### config.mk
export PLATFORM = sky130hd
export DESIGN_NAME = bezier_curve_point_stepper
export DESIGN_NICKNAME = d
export VERILOG_FILES = /design/src/rtl/bcps_pkg.sv /design/src/rtl/bezier_curve_point_stepper.sv /design/src/rtl/bcps_datapath.sv /design/src/rtl/bcps_ctrl.sv
export SDC_FILE = /design/constraint.sdc
export NUM_CORES = 2
export LEC_CHECK = 0
export BUFFER_PORTS_ARGS = -buffer_cell sky130_fd_sc_hd__buf_2
export CAP_MARGIN = 25
export CORE_ASPECT_RATIO = 0.6
export CORE_MARGIN = 1.5
export CORE_UTILIZATION = 47
export CTS_CLUSTER_SIZE = 12
export DETAILED_ROUTE_END_ITERATION = 16
export PLACE_DENSITY = 0.66
export SLEW_MARGIN = 5
export SYNTH_ARGS = -nofsm -noshare
export SYNTH_HDL_FRONTEND = slang
export SYNTH_SLANG_ARGS = --single-unit
### constraint.sdc
create_clock -name clk_i -period 10.55 [get_ports clk_i]
set_input_delay 1.055 -clock clk_i [delete_from_list [all_inputs] [get_ports clk_i]]
set_output_delay 1.055 -clock clk_i [all_outputs]
set_load 0.01 [all_outputs]
### src/rtl/bcps_pkg.sv
// Shared types, codes and defaults for the Bezier curve point stepper.
`timescale 1ns / 1ps

package bcps_pkg;

  // Default widths of a map coordinate and of the curve parameter fraction.
  localparam int unsigned COORD_BITS_DEF = 10;
  localparam int unsigned FRAC_BITS_DEF  = 16;

  // Width of the configuration register index.
  localparam int unsigned CFG_IDX_W = 3;

  typedef enum logic [CFG_IDX_W-1:0] {
    CFG_CTRL_COUNT = 3'd0,
    CFG_CTRL_A_X   = 3'd1,
    CFG_CTRL_A_Y   = 3'd2,
    CFG_CTRL_B_X   = 3'd3,
    CFG_CTRL_B_Y   = 3'd4,
    CFG_STEP_SIZE  = 3'd5
  } cfg_idx_e;

  // Input function codes.
  typedef enum logic {
    FUNC_START   = 1'b0,
    FUNC_ADVANCE = 1'b1
  } func_e;

  // Curve order, derived from the number of inner control points.
  typedef enum logic [1:0] {
    MODE_LINEAR = 2'd0,
    MODE_QUAD   = 2'd1,
    MODE_CUBIC  = 2'd2
  } mode_e;

  // Multiplier operand A selection.
  typedef enum logic [2:0] {
    A_U  = 3'd0,
    A_T  = 3'd1,
    A_W0 = 3'd2,
    A_W1 = 3'd3,
    A_W2 = 3'd4
  } a_sel_e;

  // Multiplier operand B selection, per coordinate lane.
  typedef enum logic [2:0] {
    B_U  = 3'd0,
    B_T  = 3'd1,
    B_P0 = 3'd2,
    B_PA = 3'd3,
    B_PB = 3'd4,
    B_P3 = 3'd5,
    B_Q0 = 3'd6,
    B_Q1 = 3'd7
  } b_sel_e;

  // What happens to a product in the cycle after it is issued.
  typedef enum logic [3:0] {
    ACC_NONE    = 4'd0,
    ACC_LOAD    = 4'd1,
    ACC_ADD     = 4'd2,
    ACC_ADD_Q0  = 4'd3,
    ACC_ADD_Q1  = 4'd4,
    ACC_ADD_RES = 4'd5,
    ACC_W0_LOAD = 4'd6,
    ACC_W1_LOAD = 4'd7,
    ACC_W2_LOAD = 4'd8
  } acc_op_e;

  typedef enum logic [3:0] {
    S_IDLE    = 4'd0,
    S_W_UU    = 4'd1,
    S_W_UT    = 4'd2,
    S_W_TT    = 4'd3,
    S_Q0_0    = 4'd4,
    S_Q0_1    = 4'd5,
    S_Q0_2    = 4'd6,
    S_Q1_0    = 4'd7,
    S_Q1_1    = 4'd8,
    S_Q1_2    = 4'd9,
    S_FIN_U   = 4'd10,
    S_FIN_T   = 4'd11,
    S_DRAIN   = 4'd12,
    S_DELIVER = 4'd13
  } state_e;

  // Commands from the controller to the datapath.
  typedef struct packed {
    logic    load_curve;
    logic    advance;
    a_sel_e  a_sel;
    b_sel_e  b_sel;
    acc_op_e acc_op;
  } bcps_cmd_t;

  // Status from the datapath to the controller.
  typedef struct packed {
    logic  curve_active;
    mode_e mode;
  } bcps_sts_t;

  function automatic mode_e count_to_mode(input logic [1:0] count);
    mode_e m;
    case (count)
      2'd0:    m = MODE_LINEAR;
      2'd1:    m = MODE_QUAD;
      default: m = MODE_CUBIC;
    endcase
    return m;
  endfunction

endpackage

### src/rtl/bezier_curve_point_stepper.sv
// Top level of the Bezier curve point stepper.
`timescale 1ns / 1ps

// Usage:
// The input channel carries one transaction per item: func_i low starts a new curve from
// start_x_i/start_y_i to end_x_i/end_y_i, func_i high asks for the next point. The output
// channel carries one transaction per point: point_x_o, point_y_o and last_o, which is high
// on the final point of the curve. Both channels move a transaction at a clock edge where
// valid is high and stall is low. Configuration (curve order, inner control points and the
// parameter step) is written through cfg_we_i/cfg_idx_i/cfg_data_i while the block is idle.
// Sequence: a start transaction, and an advance with no curve armed, give no output. An
// advance for a linear, quadratic or cubic curve runs through the accepting cycle, the 2, 6
// or 11 products that the two-lane multiplier (one lane for x, one for y) must issue in turn,
// a drain step and a hand-off step, after which the point is in the output register.
// A finished point moves into the output register, so the next item is accepted
// while the previous point still waits on a stalled receiver; the new point is then held
// inside until the output register is free.
// Reset puts the registers at their defaults (step size seven), disarms the curve and
// empties the output register.
module bezier_curve_point_stepper #(
  parameter int unsigned COORD_BITS = bcps_pkg::COORD_BITS_DEF,
  parameter int unsigned FRAC_BITS  = bcps_pkg::FRAC_BITS_DEF
) (
  input  logic                           clk_i,
  input  logic                           rst_ni,
  input  logic                           in_valid_i,
  output logic                           in_stall_o,
  input  logic                           func_i,
  input  logic [COORD_BITS-1:0]          start_x_i,
  input  logic [COORD_BITS-1:0]          start_y_i,
  input  logic [COORD_BITS-1:0]          end_x_i,
  input  logic [COORD_BITS-1:0]          end_y_i,
  output logic                           out_valid_o,
  input  logic                           out_stall_i,
  output logic [COORD_BITS-1:0]          point_x_o,
  output logic [COORD_BITS-1:0]          point_y_o,
  output logic                           last_o,
  input  logic                           cfg_we_i,
  input  logic [bcps_pkg::CFG_IDX_W-1:0] cfg_idx_i,
  input  logic [((COORD_BITS > FRAC_BITS) ? COORD_BITS : FRAC_BITS)-1:0] cfg_data_i
);
  import bcps_pkg::*;

  bcps_cmd_t cmd;
  bcps_sts_t sts;

  // The controller owns the handshakes and the step sequence of each point.
  bcps_ctrl u_ctrl (
    .clk_i       (clk_i),
    .rst_ni      (rst_ni),
    .in_valid_i  (in_valid_i),
    .func_i      (func_i),
    .in_stall_o  (in_stall_o),
    .out_valid_o (out_valid_o),
    .out_stall_i (out_stall_i),
    .sts_i       (sts),
    .cmd_o       (cmd)
  );

  // The datapath holds configuration, the curve state and the multiply-accumulate lanes.
  bcps_datapath #(
    .COORD_BITS (COORD_BITS),
    .FRAC_BITS  (FRAC_BITS)
  ) u_datapath (
    .clk_i      (clk_i),
    .rst_ni     (rst_ni),
    .cmd_i      (cmd),
    .sts_o      (sts),
    .cfg_we_i   (cfg_we_i),
    .cfg_idx_i  (cfg_idx_i),
    .cfg_data_i (cfg_data_i),
    .start_x_i  (start_x_i),
    .start_y_i  (start_y_i),
    .end_x_i    (end_x_i),
    .end_y_i    (end_y_i),
    .point_x_o  (point_x_o),
    .point_y_o  (point_y_o),
    .last_o     (last_o)
  );

  // A point is handed to the output register only while a curve is armed.
  assert property (@(posedge clk_i) disable iff (!rst_ni)
    cmd.advance |-> sts.curve_active)
    else $error("point delivered with no armed curve");

  // After a hand-off the output is valid and the last flag matches the disarmed curve.
  assert property (@(posedge clk_i) disable iff (!rst_ni)
    cmd.advance |=> (out_valid_o && (last_o == !sts.curve_active)))
    else $error("last flag disagrees with curve state");

  // Items that give no point leave the block ready for the next transaction.
  assert property (@(posedge clk_i) disable iff (!rst_ni)
    (in_valid_i && !in_stall_o && ((func_i == FUNC_START) || !sts.curve_active))
      |=> !in_stall_o)
    else $error("block busy after an item without a point");

endmodule

### src/rtl/bcps_datapath.sv
// Datapath: configuration, curve state and the two-lane multiply-accumulate unit.
`timescale 1ns / 1ps

module bcps_datapath #(
  parameter int unsigned COORD_BITS = bcps_pkg::COORD_BITS_DEF,
  parameter int unsigned FRAC_BITS  = bcps_pkg::FRAC_BITS_DEF
) (
  input  logic                                 clk_i,
  input  logic                                 rst_ni,
  input  bcps_pkg::bcps_cmd_t                  cmd_i,
  output bcps_pkg::bcps_sts_t                  sts_o,
  input  logic                                 cfg_we_i,
  input  logic [bcps_pkg::CFG_IDX_W-1:0]       cfg_idx_i,
  input  logic [((COORD_BITS > FRAC_BITS) ? COORD_BITS : FRAC_BITS)-1:0] cfg_data_i,
  input  logic [COORD_BITS-1:0]                start_x_i,
  input  logic [COORD_BITS-1:0]                start_y_i,
  input  logic [COORD_BITS-1:0]                end_x_i,
  input  logic [COORD_BITS-1:0]                end_y_i,
  output logic [COORD_BITS-1:0]                point_x_o,
  output logic [COORD_BITS-1:0]                point_y_o,
  output logic                                 last_o
);
  import bcps_pkg::*;

  localparam int unsigned C     = COORD_BITS;
  localparam int unsigned F     = FRAC_BITS;
  localparam int unsigned U_W   = F + 1;
  localparam int unsigned W_W   = 2 * F + 1;
  localparam int unsigned Q_W   = F + C;
  localparam int unsigned ACC_W = 2 * F + C;
  localparam int unsigned MA_W  = W_W;
  localparam int unsigned MB_W  = Q_W;
  localparam int unsigned P_W   = MA_W + MB_W;
  localparam int unsigned LANES = 2;

  logic [1:0]       ctrl_count_q;
  logic [C-1:0]     ctrl_a_q [LANES];
  logic [C-1:0]     ctrl_b_q [LANES];
  logic [F-1:0]     step_size_q;
  logic [F-1:0]     param_t_q;
  logic             active_q;
  logic [C-1:0]     first_q  [LANES];
  logic [C-1:0]     final_q  [LANES];

  logic [W_W-1:0]   w0_q, w1_q, w2_q;
  logic [Q_W-1:0]   q0_q     [LANES];
  logic [Q_W-1:0]   q1_q     [LANES];
  logic [ACC_W-1:0] acc_q    [LANES];
  logic [ACC_W-1:0] prod_q   [LANES];
  logic [ACC_W-1:0] prod_d   [LANES];
  logic [C-1:0]     res_q    [LANES];
  logic [C-1:0]     pt_q     [LANES];
  logic             last_q;
  acc_op_e          op2_q;

  logic [U_W-1:0]   u_w;
  logic [F-1:0]     step_w;
  logic [F:0]       next_t_w;
  logic             last_w;
  mode_e            mode_w;
  logic [MA_W-1:0]  opa_w;
  logic [MB_W-1:0]  opb_w    [LANES];
  logic [P_W-1:0]   mul_w    [LANES];
  logic [ACC_W-1:0] sum_w    [LANES];
  logic [ACC_W-1:0] shifted_w[LANES];
  logic [C-1:0]     clamp_w  [LANES];

  assign mode_w   = count_to_mode(ctrl_count_q);
  assign u_w      = {1'b1, {F{1'b0}}} - {1'b0, param_t_q};
  assign step_w   = (step_size_q == '0) ? {{(F-1){1'b0}}, 1'b1} : step_size_q;
  assign next_t_w = {1'b0, param_t_q} + {1'b0, step_w};
  assign last_w   = next_t_w[F];

  assign sts_o.curve_active = active_q;
  assign sts_o.mode         = mode_w;

  always_comb begin
    case (cmd_i.a_sel)
      A_U:     opa_w = MA_W'(u_w);
      A_T:     opa_w = MA_W'(param_t_q);
      A_W0:    opa_w = w0_q;
      A_W1:    opa_w = w1_q;
      A_W2:    opa_w = w2_q;
      default: opa_w = '0;
    endcase
  end

  always_comb begin
    for (int l = 0; l < LANES; l++) begin
      case (cmd_i.b_sel)
        B_U:     opb_w[l] = MB_W'(u_w);
        B_T:     opb_w[l] = MB_W'(param_t_q);
        B_P0:    opb_w[l] = MB_W'(first_q[l]);
        B_PA:    opb_w[l] = MB_W'(ctrl_a_q[l]);
        B_PB:    opb_w[l] = MB_W'(ctrl_b_q[l]);
        B_P3:    opb_w[l] = MB_W'(final_q[l]);
        B_Q0:    opb_w[l] = q0_q[l];
        B_Q1:    opb_w[l] = q1_q[l];
        default: opb_w[l] = '0;
      endcase
      mul_w[l]  = P_W'(opa_w) * P_W'(opb_w[l]);
      prod_d[l] = mul_w[l][ACC_W-1:0];
      sum_w[l]  = acc_q[l] + prod_q[l];
      // The quadratic sum is shifted down by both parameter scalings, the others by only one.
      shifted_w[l] = (mode_w == MODE_QUAD) ? (sum_w[l] >> (2 * F)) : (sum_w[l] >> F);
      clamp_w[l]   = (|shifted_w[l][ACC_W-1:C]) ? {C{1'b1}} : shifted_w[l][C-1:0];
    end
  end

  // Configuration, curve state and pipeline control.
  always_ff @(posedge clk_i or negedge rst_ni) begin
    if (!rst_ni) begin
      ctrl_count_q <= '0;
      ctrl_a_q     <= '{default: '0};
      ctrl_b_q     <= '{default: '0};
      step_size_q  <= F'(7);
      param_t_q    <= '0;
      active_q     <= 1'b0;
      first_q      <= '{default: '0};
      final_q      <= '{default: '0};
      op2_q        <= ACC_NONE;
    end else begin
      op2_q <= cmd_i.acc_op;
      if (cfg_we_i) begin
        unique case (cfg_idx_i)
          CFG_CTRL_COUNT: ctrl_count_q <= cfg_data_i[1:0];
          CFG_CTRL_A_X:   ctrl_a_q[0]  <= cfg_data_i[C-1:0];
          CFG_CTRL_A_Y:   ctrl_a_q[1]  <= cfg_data_i[C-1:0];
          CFG_CTRL_B_X:   ctrl_b_q[0]  <= cfg_data_i[C-1:0];
          CFG_CTRL_B_Y:   ctrl_b_q[1]  <= cfg_data_i[C-1:0];
          CFG_STEP_SIZE:  step_size_q  <= cfg_data_i[F-1:0];
          default: ;
        endcase
      end
      if (cmd_i.load_curve) begin
        first_q[0] <= start_x_i;
        first_q[1] <= start_y_i;
        final_q[0] <= end_x_i;
        final_q[1] <= end_y_i;
        param_t_q  <= '0;
        active_q   <= 1'b1;
      end else if (cmd_i.advance) begin
        param_t_q <= last_w ? '0 : next_t_w[F-1:0];
        active_q  <= !last_w;
      end
    end
  end

  // Arithmetic registers.
  always_ff @(posedge clk_i) begin
    prod_q <= prod_d;
    case (op2_q)
      ACC_W0_LOAD: w0_q <= prod_q[0][W_W-1:0];
      ACC_W1_LOAD: w1_q <= {prod_q[0][W_W-2:0], 1'b0};
      ACC_W2_LOAD: w2_q <= prod_q[0][W_W-1:0];
      default: ;
    endcase
    for (int l = 0; l < LANES; l++) begin
      case (op2_q)
        ACC_LOAD:    acc_q[l] <= prod_q[l];
        ACC_ADD:     acc_q[l] <= sum_w[l];
        ACC_ADD_Q0:  q0_q[l]  <= sum_w[l][ACC_W-1:F];
        ACC_ADD_Q1:  q1_q[l]  <= sum_w[l][ACC_W-1:F];
        ACC_ADD_RES: res_q[l] <= clamp_w[l];
        default: ;
      endcase
    end
    if (cmd_i.advance) begin
      pt_q   <= res_q;
      last_q <= last_w;
    end
  end

  assign point_x_o = pt_q[0];
  assign point_y_o = pt_q[1];
  assign last_o    = last_q;

endmodule

### src/rtl/bcps_ctrl.sv
// Controller: sequences the multiply steps of one point and runs both handshakes.
`timescale 1ns / 1ps

module bcps_ctrl (
  input  logic                clk_i,
  input  logic                rst_ni,
  input  logic                in_valid_i,
  input  logic                func_i,
  output logic                in_stall_o,
  output logic                out_valid_o,
  input  logic                out_stall_i,
  input  bcps_pkg::bcps_sts_t sts_i,
  output bcps_pkg::bcps_cmd_t cmd_o
);
  import bcps_pkg::*;

  state_e state_q, state_d;
  logic   out_valid_q, out_valid_d;
  logic   cubic_w, linear_w;

  assign cubic_w  = (sts_i.mode == MODE_CUBIC);
  assign linear_w = (sts_i.mode == MODE_LINEAR);

  always_ff @(posedge clk_i or negedge rst_ni) begin
    if (!rst_ni) begin
      state_q     <= S_IDLE;
      out_valid_q <= 1'b0;
    end else begin
      state_q     <= state_d;
      out_valid_q <= out_valid_d;
    end
  end

  always_comb begin
    state_d           = state_q;
    cmd_o.load_curve  = 1'b0;
    cmd_o.advance     = 1'b0;
    cmd_o.a_sel       = A_U;
    cmd_o.b_sel       = B_U;
    cmd_o.acc_op      = ACC_NONE;
    in_stall_o        = 1'b1;
    out_valid_d       = out_valid_q && out_stall_i;

    unique case (state_q)
      S_IDLE: begin
        in_stall_o = 1'b0;
        if (in_valid_i) begin
          if (func_i == FUNC_START) begin
            cmd_o.load_curve = 1'b1;
          end else if (sts_i.curve_active) begin
            state_d = linear_w ? S_FIN_U : S_W_UU;
          end
        end
      end
      S_W_UU: begin
        cmd_o.acc_op = ACC_W0_LOAD;
        state_d      = S_W_UT;
      end
      S_W_UT: begin
        cmd_o.b_sel  = B_T;
        cmd_o.acc_op = ACC_W1_LOAD;
        state_d      = S_W_TT;
      end
      S_W_TT: begin
        cmd_o.a_sel  = A_T;
        cmd_o.b_sel  = B_T;
        cmd_o.acc_op = ACC_W2_LOAD;
        state_d      = S_Q0_0;
      end
      S_Q0_0: begin
        cmd_o.a_sel  = A_W0;
        cmd_o.b_sel  = B_P0;
        cmd_o.acc_op = ACC_LOAD;
        state_d      = S_Q0_1;
      end
      S_Q0_1: begin
        cmd_o.a_sel  = A_W1;
        cmd_o.b_sel  = B_PA;
        cmd_o.acc_op = ACC_ADD;
        state_d      = S_Q0_2;
      end
      S_Q0_2: begin
        cmd_o.a_sel  = A_W2;
        cmd_o.b_sel  = cubic_w ? B_PB : B_P3;
        cmd_o.acc_op = cubic_w ? ACC_ADD_Q0 : ACC_ADD_RES;
        state_d      = cubic_w ? S_Q1_0 : S_DRAIN;
      end
      S_Q1_0: begin
        cmd_o.a_sel  = A_W0;
        cmd_o.b_sel  = B_PA;
        cmd_o.acc_op = ACC_LOAD;
        state_d      = S_Q1_1;
      end
      S_Q1_1: begin
        cmd_o.a_sel  = A_W1;
        cmd_o.b_sel  = B_PB;
        cmd_o.acc_op = ACC_ADD;
        state_d      = S_Q1_2;
      end
      S_Q1_2: begin
        cmd_o.a_sel  = A_W2;
        cmd_o.b_sel  = B_P3;
        cmd_o.acc_op = ACC_ADD_Q1;
        state_d      = S_FIN_U;
      end
      S_FIN_U: begin
        cmd_o.a_sel  = A_U;
        cmd_o.b_sel  = linear_w ? B_P0 : B_Q0;
        cmd_o.acc_op = ACC_LOAD;
        state_d      = S_FIN_T;
      end
      S_FIN_T: begin
        cmd_o.a_sel  = A_T;
        cmd_o.b_sel  = linear_w ? B_P3 : B_Q1;
        cmd_o.acc_op = ACC_ADD_RES;
        state_d      = S_DRAIN;
      end
      S_DRAIN: begin
        state_d = S_DELIVER;
      end
      S_DELIVER: begin
        if (!out_valid_q || !out_stall_i) begin
          cmd_o.advance = 1'b1;
          out_valid_d   = 1'b1;
          state_d       = S_IDLE;
        end
      end
      default: begin
        state_d = S_IDLE;
      end
    endcase
  end

  assign out_valid_o = out_valid_q;

endmodule

==> impl_metrics.sql <==
INSERT INTO impl_metrics (metric_group, metric, value, unit) VALUES
('global_routing', 'globalRouteTotalUtil', '0.333', ''),
('clock_network', 'cts_max_level', '2', ''),
('clock_network', 'postCtsSetupBuffers', '0', ''),
('logic_synthesis', 'number_of_enable_type_register_cells_in_the_synthesized_netlist', '327', ''),
('logic_synthesis', 'most_used_dff_post_synth', 'sky130_fd_sc_hd__edfxtp_1', ''),
('logic_synthesis', 'ys_warn_count', '0', ''),
('logic_synthesis', 'syn_area_per_cell', '9.59', 'um^2'),
('drt', 'post-route-drc-count', '0', ''),
('outcome', 'run_status', 'complete, no violations', ''),
('critical_path', 'critical_path_class', 'reg2reg', ''),
('logic_synthesis', 'netlist_top_cells_area', 'sky130_fd_sc_hd__fa_1 (36%), sky130_fd_sc_hd__edfxtp_1 (15%), sky130_fd_sc_hd__inv_1 (8.2%)', ''),
('logic_synthesis', 'synth_top_area_share', '0.365', ''),
('global_routing', 'wire_length_of_the_first_global_routing_pass', '352000', 'um'),
('critical_path', 'worstPathArrival', '10.68', 'ns'),
('die', 'start_util', '0.473', ''),
('timing', 'post-route-worst-setup-slack', '0.478', 'ns'),
('job', 'max_cap_viol_count', '0', ''),
('timing', 'rsz0062_at_grt', 'false', ''),
('finish', 'final_area', '0.0750', 'mm^2'),
('logic_synthesis', 'post-synth-top-area-cell', 'sky130_fd_sc_hd__fa_1', ''),
('finish', 'area_delta_synth_final', '11.8', '%'),
('timing', 'final.period_utilization', '0.955', ''),
('critical_path', 'slowest_stage', 'sky130_fd_sc_hd__nor2_1', ''),
('global_routing', 'globalRoute.busiestLayer', 'met1', ''),
('logic_synthesis', 'postSynthCellCount', '6991', ''),
('clock_network', 'ctsResizeCount', '0', ''),
('logic_synthesis', 'synth_sequential_area_ratio', '0.218', ''),
('global_routing', 'globalRouteOverflowTotal', '0', ''),
('global_routing', 'largest_net_degree_at_the_start_of_global_routing', '75', ''),
('clock_network', 'cts.hold.buffers_added', '0', ''),
('global_routing', 'grt_util_met3', '0.170', ''),
('timing', 'slew_headroom', '0.0953', ''),
('clock_network', 'numClockSinks', '535', ''),
('logic_synthesis', 'async_flop_share', '0.232', ''),
('global_routing', 'grt_util_met2', '0.422', ''),
('drt', 'wl_per_cell', '25.2', 'um'),
('clock_network', 'cts-root-buf', 'sky130_fd_sc_hd__clkbuf_16', ''),
('die', 'core', '0.142', 'mm^2'),
('finish', 'finish.net_count', '9064', ''),
('timing', 'final.setup_skew', '0.0542', 'ns'),
('finish', 'mostFrequentLayoutCells', 'sky130_fd_sc_hd__inv_1 (1469), sky130_fd_sc_hd__fa_1 (1221), sky130_fd_sc_hd__nor2_1 (819), sky130_fd_sc_hd__nand2_1 (770), sky130_fd_sc_hd__buf_4 (384)', ''),
('global_routing', 'grt_pass1_vias', '52803', ''),
('timing', 'report.final.hold_viol_count', '0', ''),
('drt', 'detail_route.first_pass.iterations', '6', ''),
('finish', 'ff_latch_area', '0.0146', 'mm^2'),
('worst_hold_path', 'hp-class', 'in2async', ''),
('placed_design', 'worst_slack_at_placement', '0.675', 'ns'),
('clock_network', 'tritoncts_clock_tree', 'yes', ''),
('critical_path', 'worst-r2r-cell-count', '37', ''),
('drt', 'final_wirelength', '236000', 'um'),
('drt', 'route.vias.total', '52243', ''),
('logic_synthesis', 'synth_cell_type_count', '91', ''),
('critical_path', 'highest_fanout_seen_on_the_critical_path', '11', ''),
('critical_path', 'worstSetupEndpointType', 'flop', ''),
('timing', 'finalSetupViolCount', '0', ''),
('finish', 'fillCellCount', '12801', ''),
('placed_design', 'finalWeightedCongestion', '1.00', ''),
('global_routing', 'initial_antenna_violation_count', '15', ''),
('finish', 'mostFrequentLayoutCell', 'sky130_fd_sc_hd__inv_1', ''),
('die', 'rows', '107', ''),
('critical_path', 'timing.critical_path.from_type', 'flop', ''),
('finish', 'multiInputGateArea', '0.0469', 'mm^2'),
('timing', 'max_slew.worst_pin.slew', '1.36', 'ns'),
('placed_design', 'place.detailed.hpwl', '198000', 'um'),
('die', 'die_area', '0.145', 'mm^2'),
('critical_path', 'ff2ff_setup_slack', '0.48', 'ns'),
('critical_path', 'cp.required', '11.16', 'ns'),
('critical_path', 'cp_slowest_stage_delay', '0.73', 'ns'),
('clock_network', 'cts.reportedPaths.clkPinSlew', '0.07', 'ns'),
('finish', 'finalCoreUtilization', '0.529', ''),
('global_routing', 'grt.met1_usage', '0.494', '');
==> registers in the layout (all words and copies together) (netlist names), 32 cells and up <==
| register | count |
|---|---|
| u_datapath.q0_q | 52 |
| u_datapath.acc_q | 84 |
| u_datapath.w0_q | 33 |
| u_datapath.w1_q | 32 |
| u_datapath.w2_q | 33 |
| u_datapath.q1_q | 52 |
| u_datapath.prod_q | 84 |
==> synthesized netlist by cell type (all sizes together), types with 6 or more instances <==
cell type and n:
inv 1469, fa 1221, nor2 824, nand2 770, ha 347, edfxtp 327, clkbuf 293, a21oi 189
o21ai 183, xnor2 138, mux2 130, dfrtp 121, dfxtp 84, a21o 75, a22oi 67, nand3 66
nand2b 57, xor2 56, nor3 50, a221oi 37, a22o 34, nor2b 34, and2 29, buf 29
a31oi 27, a211oi 23, and3 22, o21a 22, o21bai 22, nand4 18, a31o 16, a221o 15
a41o 13, a41oi 13, nor4 11, o211ai 11, o31ai 11, o31a 10, or2 10, o22ai 9
a211o 8, or3 8, a32oi 6, nand4b 6
==> through the flow <==
step | hold WS [ns] | cells
3_5_place_dp | 0.405 | 9277
4_1_cts | 0.416 | 9382
5_1_grt | 0.424 | 9385
6_report | 0.416 | 9386
2_1_floorplan | 0.400 | 7199
3_3_place_gp | 0.405 | 9274
==> worst max-delay path: cells and delay by family, from the launching register on <==
family | cells | cell delay, ns
AOI/OAI and AO/OA | 12 | 2.63
xor gates and xnor gates | 1 | 0.14
adders and majority gates | 8 | 3.79
buffers and inverters | 12 | 1.75
DFF | 1 | 0.46
and+or+nand+nor | 4 | 1.20
==> routing by layer <==
| metal | share of wire | up-vias | wire (um) |
|---|---|---|---|
| met1 | 0.43 | 26449 | 102000 |
| met5 | 0.00017 | - | 39 |
| met4 | 0.028 | 6 | 6570 |
| met2 | 0.36 | 3029 | 85900 |
| met3 | 0.17 | 353 | 41200 |
| li1 | - | 22406 | - |
==> final cells by class <==
class,instances,area share
Antenna cell,1,0.0000334
Clock buffer,91,0.0214
Clock inverter,14,0.00222
Inverter,1469,0.0736
Multi-Input combinational cell,4873,0.625
Sequential cell,535,0.195
Tap cell,1907,0.0318
Timing Repair Buffer,496,0.0508
==> logic make-up (layout without fill, tap and decap cells) <==
logic type | Yosys count | count (layout) | synth area share
muxes | 133 | 133 | 0.0223
adders and majority gates | 1568 | 1568 | 0.429
DFF | 535 | 535 | 0.218
and+or+nand+nor | 1928 | 1928 | 0.119
other | 2 | 211 | 0.000112
buffers and inverters | 1791 | 2070 | 0.100
AOI/OAI and AO/OA | 840 | 840 | 0.0850
xor gates and xnor gates | 194 | 194 | 0.0254
==> final timing paths <==
check	from	end
min in group clk_i	u_datapath.res_q[9]$_SDFFCE_PP1N_	u_datapath.point_y_o[9]$_DFFE_PP_
worst max-delay path	u_ctrl.state_q[2]$_DFFE_PN0P_	u_datapath.prod_q[82]$_DFF_P_
worst max register to register	u_ctrl.state_q[2]$_DFFE_PN0P_	u_datapath.prod_q[82]$_DFF_P_
max in group asynchronous	rst_ni	u_datapath.param_t_q[13]$_DFFE_PN0P_
worst min register to register	u_datapath.res_q[9]$_SDFFCE_PP1N_	u_datapath.point_y_o[9]$_DFFE_PP_
worst min-delay path	rst_ni	u_ctrl.out_valid_o$_DFF_PN0_
Power is not shown: default switching activity piles up to over one toggle a cycle in this logic, so the estimate is an artifact.
